--- src/hw/rtl/torq_pkg.sv ---
`timescale 1ns / 1ps
`default_nettype none

package torq_pkg;

    // Slot table geometry
    localparam int SLOTS  = 64;
    localparam int SLOT_W = $clog2(SLOTS);
    localparam int PTR_W  = $clog2(SLOTS + 1);
    localparam logic [PTR_W-1:0] NO_NEXT = PTR_W'(SLOTS);

    // Action codes
    localparam logic [2:0] ACT_SCHED      = 3'd0;
    localparam logic [2:0] ACT_REM_THREAD = 3'd1;
    localparam logic [2:0] ACT_RESCHED    = 3'd2;
    localparam logic [2:0] ACT_REM_PROC   = 3'd3;
    localparam logic [2:0] ACT_QUERY_PROC = 3'd4;

    // Status codes
    localparam logic [1:0] ST_OK   = 2'd0;
    localparam logic [1:0] ST_FULL = 2'd1;
    localparam logic [1:0] ST_DUP  = 2'd2;

    typedef struct packed {
        logic [2:0]  action;
        logic [31:0] thread_id;
        logic [31:0] process_id;
        logic [63:0] timestamp;
        logic        wake_head;
    } t_in_req;

    typedef struct packed {
        logic        found;
        logic [31:0] removed_thread;
        logic        wake_valid;
        logic [31:0] wake_thread;
        logic        head_valid;
        logic [31:0] head_thread;
        logic [6:0]  queue_size;
        logic [1:0]  status;
    } t_out_req;

    typedef enum logic [3:0] {
        S_IDLE,
        S_FIND,
        S_ALLOC,
        S_UL_START,
        S_UL_WALK,
        S_WAKE_RD,
        S_WAKE,
        S_INS_START,
        S_INS_WALK,
        S_INS_LINK1,
        S_INS_LINK2,
        S_FIN_RD,
        S_FIN
    } t_state;

    typedef enum logic [2:0] {
        CUR_HOLD,
        CUR_ZERO,
        CUR_INC,
        CUR_HEAD,
        CUR_LINK
    } t_cur_sel;

    typedef enum logic [1:0] {
        PREV_HOLD,
        PREV_NONE,
        PREV_CUR
    } t_prev_sel;

    typedef struct packed {
        logic      load_in;
        t_cur_sel  cur_sel;
        t_prev_sel prev_sel;
        logic      set_slot;
        logic      alloc;
        logic      set_full;
        logic      set_dup;
        logic      set_found;
        logic      unlink;
        logic      wake_cap;
        logic      ins_mark;
        logic      link_slot;
        logic      link_prev;
        logic      load_out;
    } t_cmd;

    typedef struct packed {
        logic [2:0] act;
        logic       cur_end;
        logic       ft_end;
        logic       ft_hit;
        logic       slot_queued;
        logic       full;
        logic       ul_hit;
        logic       in_stop;
        logic       prev_none;
        logic       out_busy;
    } t_sts;

endpackage

`default_nettype wire

--- src/hw/rtl/torq_ctrl.sv ---
`timescale 1ns / 1ps
`default_nettype none

module torq_ctrl (
    input  wire logic          i_clk,
    input  wire logic          i_rst_n,
    input  wire logic          i_in_valid,
    input  wire logic [2:0]    i_in_action,
    input  wire torq_pkg::t_sts i_sts,
    output torq_pkg::t_cmd     o_cmd,
    output logic               o_in_ready
);
    import torq_pkg::*;

    t_state r_state;
    t_state n_state;

    // State register
    always_ff @(posedge i_clk) begin
        if (!i_rst_n) begin
            r_state <= S_IDLE;
        end else begin
            r_state <= n_state;
        end
    end

    // Next state
    always_comb begin
        n_state = r_state;
        unique case (r_state)
            S_IDLE: begin
                if (i_in_valid) begin
                    case (i_in_action)
                        ACT_SCHED, ACT_REM_THREAD, ACT_RESCHED: n_state = S_FIND;
                        ACT_REM_PROC, ACT_QUERY_PROC:           n_state = S_UL_WALK;
                        default:                                n_state = S_FIN_RD;
                    endcase
                end
            end
            S_FIND: begin
                if (i_sts.ft_end) begin
                    n_state = (i_sts.act == ACT_REM_THREAD) ? S_FIN_RD : S_ALLOC;
                end else if (i_sts.ft_hit) begin
                    if (i_sts.act == ACT_REM_THREAD) begin
                        n_state = i_sts.slot_queued ? S_UL_START : S_FIN_RD;
                    end else if (i_sts.act == ACT_SCHED) begin
                        n_state = i_sts.slot_queued ? S_FIN_RD : S_INS_START;
                    end else begin
                        n_state = i_sts.slot_queued ? S_UL_START : S_INS_START;
                    end
                end
            end
            S_ALLOC:    n_state = i_sts.full ? S_FIN_RD : S_INS_START;
            S_UL_START: n_state = S_UL_WALK;
            S_UL_WALK: begin
                if (i_sts.cur_end) begin
                    n_state = S_FIN_RD;
                end else if (i_sts.ul_hit) begin
                    if (i_sts.act == ACT_RESCHED) begin
                        n_state = i_sts.prev_none ? S_WAKE_RD : S_INS_START;
                    end else begin
                        n_state = S_FIN_RD;
                    end
                end
            end
            S_WAKE_RD:   n_state = S_WAKE;
            S_WAKE:      n_state = S_INS_START;
            S_INS_START: n_state = S_INS_WALK;
            S_INS_WALK:  n_state = i_sts.in_stop ? S_INS_LINK1 : S_INS_WALK;
            S_INS_LINK1: n_state = S_INS_LINK2;
            S_INS_LINK2: n_state = S_FIN_RD;
            S_FIN_RD:    n_state = S_FIN;
            S_FIN:       n_state = i_sts.out_busy ? S_FIN : S_IDLE;
            default:     n_state = S_IDLE;
        endcase
    end

    // Commands
    always_comb begin
        o_cmd = '0;
        o_cmd.cur_sel  = CUR_HOLD;
        o_cmd.prev_sel = PREV_HOLD;
        o_in_ready = 1'b0;
        unique case (r_state)
            S_IDLE: begin
                o_in_ready = 1'b1;
                if (i_in_valid) begin
                    o_cmd.load_in  = 1'b1;
                    o_cmd.prev_sel = PREV_NONE;
                    case (i_in_action)
                        ACT_REM_PROC, ACT_QUERY_PROC: o_cmd.cur_sel = CUR_HEAD;
                        default:                      o_cmd.cur_sel = CUR_ZERO;
                    endcase
                end
            end
            S_FIND: begin
                if (!i_sts.ft_end && i_sts.ft_hit) begin
                    o_cmd.set_slot = 1'b1;
                    if (i_sts.act == ACT_SCHED && i_sts.slot_queued) begin
                        o_cmd.set_dup = 1'b1;
                    end
                end else if (!i_sts.ft_end) begin
                    o_cmd.cur_sel = CUR_INC;
                end
            end
            S_ALLOC: begin
                if (i_sts.full) begin
                    o_cmd.set_full = 1'b1;
                end else begin
                    o_cmd.alloc = 1'b1;
                end
            end
            S_UL_START: begin
                o_cmd.cur_sel  = CUR_HEAD;
                o_cmd.prev_sel = PREV_NONE;
            end
            S_UL_WALK: begin
                if (!i_sts.cur_end) begin
                    if (i_sts.ul_hit) begin
                        if (i_sts.act == ACT_QUERY_PROC) begin
                            o_cmd.set_found = 1'b1;
                        end else begin
                            o_cmd.unlink = 1'b1;
                        end
                    end else begin
                        o_cmd.prev_sel = PREV_CUR;
                        o_cmd.cur_sel  = CUR_LINK;
                    end
                end
            end
            S_WAKE_RD: o_cmd.cur_sel = CUR_HEAD;
            S_WAKE:    o_cmd.wake_cap = 1'b1;
            S_INS_START: begin
                o_cmd.ins_mark = 1'b1;
                o_cmd.cur_sel  = CUR_HEAD;
                o_cmd.prev_sel = PREV_NONE;
            end
            S_INS_WALK: begin
                if (!i_sts.in_stop) begin
                    o_cmd.prev_sel = PREV_CUR;
                    o_cmd.cur_sel  = CUR_LINK;
                end
            end
            S_INS_LINK1: o_cmd.link_slot = 1'b1;
            S_INS_LINK2: o_cmd.link_prev = 1'b1;
            S_FIN_RD:    o_cmd.cur_sel = CUR_HEAD;
            S_FIN:       o_cmd.load_out = !i_sts.out_busy;
            default: ;
        endcase
    end

endmodule

`default_nettype wire

--- config.mk ---
export PLATFORM = sky130hd
export DESIGN_NAME = torq_ctrl
export DESIGN_NICKNAME = d
export VERILOG_FILES = /design/src/hw/rtl/torq_pkg.sv /design/src/hw/rtl/torq_ctrl.sv
export SDC_FILE = /design/constraint.sdc
export NUM_CORES = 1
export LEC_CHECK = 0
export BUFFER_PORTS_ARGS = -buffer_cell sky130_fd_sc_hd__buf_2
export CORE_AREA = 10 10 57 59
export DETAILED_ROUTE_END_ITERATION = 8
export DIE_AREA = 0 0 67 69
export PLACE_DENSITY = 0.64
export SKIP_CTS_REPAIR_TIMING = 1
export SYNTH_ARGS = -nofsm -noshare
export SYNTH_HDL_FRONTEND = slang
export SYNTH_SLANG_ARGS = --single-unit
--- constraint.sdc ---
create_clock -name i_clk -period 2.1 [get_ports i_clk]
set_clock_uncertainty 0.05 [all_clocks]
set_input_delay 0.105 -clock i_clk [delete_from_list [all_inputs] [get_ports i_clk]]
set_output_delay 0.105 -clock i_clk [all_outputs]
set_load 0.1 [all_outputs]
* Word-level counts from Yosys, hierarchy flattened
Cells that the tools add are included.
** Cells by class
- $lt $le $gt $ge :: 0
- Bitwise gates (word level) :: 0
- Mux-type cells :: 47
- Equality and inequality tests :: 22
- Add/sub/neg operators :: 0
- Shifts and indexed selects :: 0
- Multiply operators :: 0
- Divide/modulo/power cells :: 0
- Reductions and logical operators :: 12
** Operators with widths (number)
- $mux W4 :: 13
- $pmux W4 S13 :: 1
- $eq A4 B4 Y1 const B :: 5
- $mux W1 :: 17
- $eq A4 B3 Y1 const B :: 4
- $mux W5 :: 3
- $pmux W3 S5 :: 1
- $mux W2 :: 7
- $eq A3 B2 Y1 const B :: 3
- $eq A4 B2 Y1 const B :: 2
- $pmux W2 S4 :: 1
- $pmux W4 S2 :: 1
- $eq A3 B1 Y1 const B :: 2
- $eq A3 B3 Y1 const B :: 2
- $logic_not A3 Y1 :: 2
- $mux W3 :: 2
- $mux W6 :: 1
- $ne A3 B3 Y1 const B :: 2
- $eq A4 B1 Y1 const B :: 1
- $logic_not A4 Y1 :: 1
- $reduce_or A2 Y1 :: 2
- $reduce_or A4 Y1 :: 1
- $reduce_and A3 Y1 :: 1
- $reduce_or A3 Y1 :: 1
- other kinds (3) :: 5
** Storage, ports and cells
- Register bits :: 4
- Memory bits (writable) :: 0
- Memories kept :: 0
- Memory bits (read-only) :: 0
- Word-level logic and storage cells :: 82
- Output and inout port bits :: 18
- Input bits :: 18
- Latch bits :: 0

* Longest topological paths before layout
- Word-level depth :: 6
- Mapped depth :: 6
- Gate-level depth less buffers :: 4

* Least setup slack after synthesis
OpenSTA, ideal clock, no wires.
- Path kind :: reg2out
- Start :: reg r_state[1]
- End :: out o_cmd[13] (netlist name)
- Path buffers :: 0
- Setup slack :: -1119 ps
- Arrival time :: 3064 ps
- Cell stages (with the launch flop) :: 5
- Required time :: 1945 ps
- Path through :: dfxtp_1 > or2_2 > nor3b_1 > a21oi_1 > o21ai_0
** RTL lines
- start: declaration :: line torq_ctrl.sv:15 : t_state r_state;
- start signal: assignment :: line torq_ctrl.sv:23 : r_state <= n_state;
- end: declaration :: line torq_ctrl.sv:10 : output torq_pkg::t_cmd o_cmd,

==> impl_metrics.yaml <==
run_status:
  result_of_the_run: "finished clean"
timing:
  finalSetupViolations: 0
  timing.final.crit_period_ps: 2050
  max-slew-margin-rel: 0.614
  fin_worst_hold_slack_ps: 132
  tightestPinTransition_ps: 571
  hold_viol_final: 0
  clock.fmax_ghz: 0.487
  grt_setup_unrepaired: "true"
  final_max_slew_viol_count: 0
  finalWorstSetupSlack_ps: 45.7
  final_period_utilization: 0.978
power:
  power.density_cell_area_nw_per_um2: 1600
  static-leakage-power_nw: 0.440
  peakVddDrop_mv: 0.959
  total_switching_power_mw: 1.09
  intPower_uw: 609
  p_clk_frac: 0.054
  sw_frac_of_total: 0.642
  combinational_power_share: 0.873
  power.share.sequential: 0.073
global_routing:
  grt_antenna_before_repair: 0
  grt.total_usage: 0.0983
  grt_first_pass_wirelength_um: 3860
  maximum_number_of_pins_on_one_net_before_global_route_repair: 20
  first_global_vias: 894
  overflow: 0
setup_path:
  critical_path_arrival_ps: 1900
  r2r.worst_path.cells: 5
  critPathCaptureType: "output port"
  criticalPathCategory: "reg2out"
  worst-path-max-fanout: 5
  worst_ep_required_time_ps: 1950
  setup.worst_path.start_class: "flip-flop"
worst_hold_path:
  holdPathStages: 3
  hold_path_class: "in2reg"
place:
  dp_hpwl_um: 1930
  placement_stage_worst_setup_slack_ps: 305
  buffer_ports.inserted: 35
  placed_cells: 163
  gpl.final_weighted_congestion: 0.822
final_layout:
  most_used_cells_in_the_layout_excluding_fill_and_tap_cells: "buf_2, nor2_1, nand2_1"
  layout-drive-gt1-share: 0.449
  top_flop_regs: "r_state x4"
  largest_register: "r_state"
  diodes: 0
  multi_input_comb_area_sq_um: 591
  commonest_non_fill_non_tap_cell_in_the_layout: "buf_2"
  finish.cell_count_without_fillers: 166
  num-fill-cells: 218
  design.final.nets: 158
  largest_register_ff_count: 4
  flow.area_growth_from_synthesis_pct: 59.0
  final-seq-area_sq_um: 81.3
routing:
  detail_route.drc_violations: 0
  via_count: 883
  dr.first_iter.drc_count: 27
  route.detailed.vias_per_inst: 5.32
  initial_drt_pass_iterations: 4
  per_cell_routed_wire_length_um: 13.9
  postRouteAntennaNets: 0
  postRouteWirelength_um: 2300
clocking:
  cts-root-to-sink-buffers: 2
  cts_num_sinks: 4
  cts.clk_slew.worst_paths_ps: 30
  cts-root-buf: "clkbuf_4"
  clk_lat_worst_skew_ps: 230
  tritoncts.num_buffers: 3
  cts_htree_levels: 1
  tritoncts: "built"
floorplanning:
  die_x_um: 67
  floorplan.rows: 17
  initial_core_util: 0.311
  coreArea_sq_um: 2150
  dieHeight_um: 69
  floorplan.die_area_sq_um: 4620
  num_io_pins: 36
logic_synthesis:
  synth_nets: 119
  post_synth.cell_area_avg_sq_um: 6.62
  yosys_warnings: 0
  count_of_state_elements_after_synthesis: 4
  mappedNetlistArea_sq_um: 668
  yosysUniqueCellTypes: 38
  synth_seq_area_share: 0.120
  synth_cells: 101
job:
  max-cap-violations: 0
-- through the flow --
stage | power, mW | utilization | TNS, ps | area, sq um
after floorplan | 1.25 | - | -1520 | 719
after global placement | 1.59 | 0.484 | 0 | 1040
after detailed placement | 1.61 | 0.484 | 0 | 1040
after CTS | 1.71 | 0.494 | 0 | 1060
after global routing | 1.80 | 0.494 | -24.9 | 1060
final | 1.70 | 0.494 | 0 | 1060
-- layer usage --
metal  GRT usage  part of all wire
met5           0                 0
met4      0.0339                 0
met3      0.0435              0.10
met2       0.154              0.46
met1       0.114              0.44
-- worst paths after layout --
path         startpoint         end  slack (ps)
max          r_state[1]   o_cmd[14]          50
min            i_sts[6]  r_state[0]         130
max reg2reg  r_state[2]  r_state[0]         300
min reg2reg  r_state[1]  r_state[0]         640
-- cell type report --
type | instances | area share
well taps | 28 | 0.0330
flip-flops and latches | 4 | 0.0766
clock buffers | 3 | 0.0212
multi-input cells | 88 | 0.556
inverters | 3 | 0.0141
repair buffers | 40 | 0.299
-- cells in the mapped netlist, drive strengths merged --
| cell | number | area, sq um |
|---|---|---|
| a41oi | 1 | 16.3 |
| o211ai | 1 | 7.51 |
| a21boi | 1 | 7.51 |
| or4b | 2 | 23.8 |
| nor3b | 2 | 15.0 |
| or4 | 1 | 7.51 |
| and4b | 2 | 20.0 |
| or2 | 1 | 6.26 |
| or3 | 1 | 6.26 |
| dfxtp | 4 | 80.1 |
| a22oi | 1 | 7.51 |
| a211oi | 2 | 15.0 |
| buf | 2 | 16.3 |
| inv | 3 | 11.3 |
| nand4b | 1 | 8.76 |
| xnor2 | 1 | 8.76 |
| nor4b | 1 | 8.76 |
| and2 | 2 | 12.5 |
| o221ai | 1 | 8.76 |
| a2111oi | 2 | 36.3 |
| nand3b | 3 | 22.5 |
| nor2b | 1 | 6.26 |
| clkbuf | 4 | 15.0 |
| and3 | 2 | 12.5 |
| nor2 | 15 | 56.3 |
| a21oi | 7 | 35.0 |
| nand2 | 10 | 37.5 |
| or3b | 1 | 8.76 |
| o21ai | 9 | 45.0 |
| o221a | 1 | 11.3 |
| nand3 | 2 | 10.0 |
| a31oi | 2 | 12.5 |
| nor3 | 5 | 25.0 |
| nand2b | 6 | 37.5 |
| a2bb2oi | 1 | 8.76 |
-- cell families (layout without fill, tap and decap cells) --
group / Yosys count / in the layout / synth area share
XOR/XNOR: 1 / 1 / 0.0131
AND/OR/NAND/NOR: 58 / 58 / 0.487
AO/OA/AOI/OAI: 29 / 29 / 0.316
flip-flops: 4 / 4 / 0.120
buffers and inverters: 9 / 46 / 0.0637
-- worst max-delay path, cell delays in order (launching register included) --
cell	delay (ps)
dfxtp_1	300
or4b_4	570
or3_1	380
o211ai_1	190
buf_12	220
-- power by group through the flow --
stage | combinational [mW] | sequential [mW] | clock, mW
6_report | 1.48 | 0.124 | 0.0910
3_5_place_dp | 1.49 | 0.125 | 0
4_1_cts | 1.49 | 0.124 | 0.0948
5_1_grt | 1.57 | 0.128 | 0.101
2_1_floorplan | 1.12 | 0.132 | 0
3_3_place_gp | 1.47 | 0.122 | 0
(Power assumes the default switching activity.)
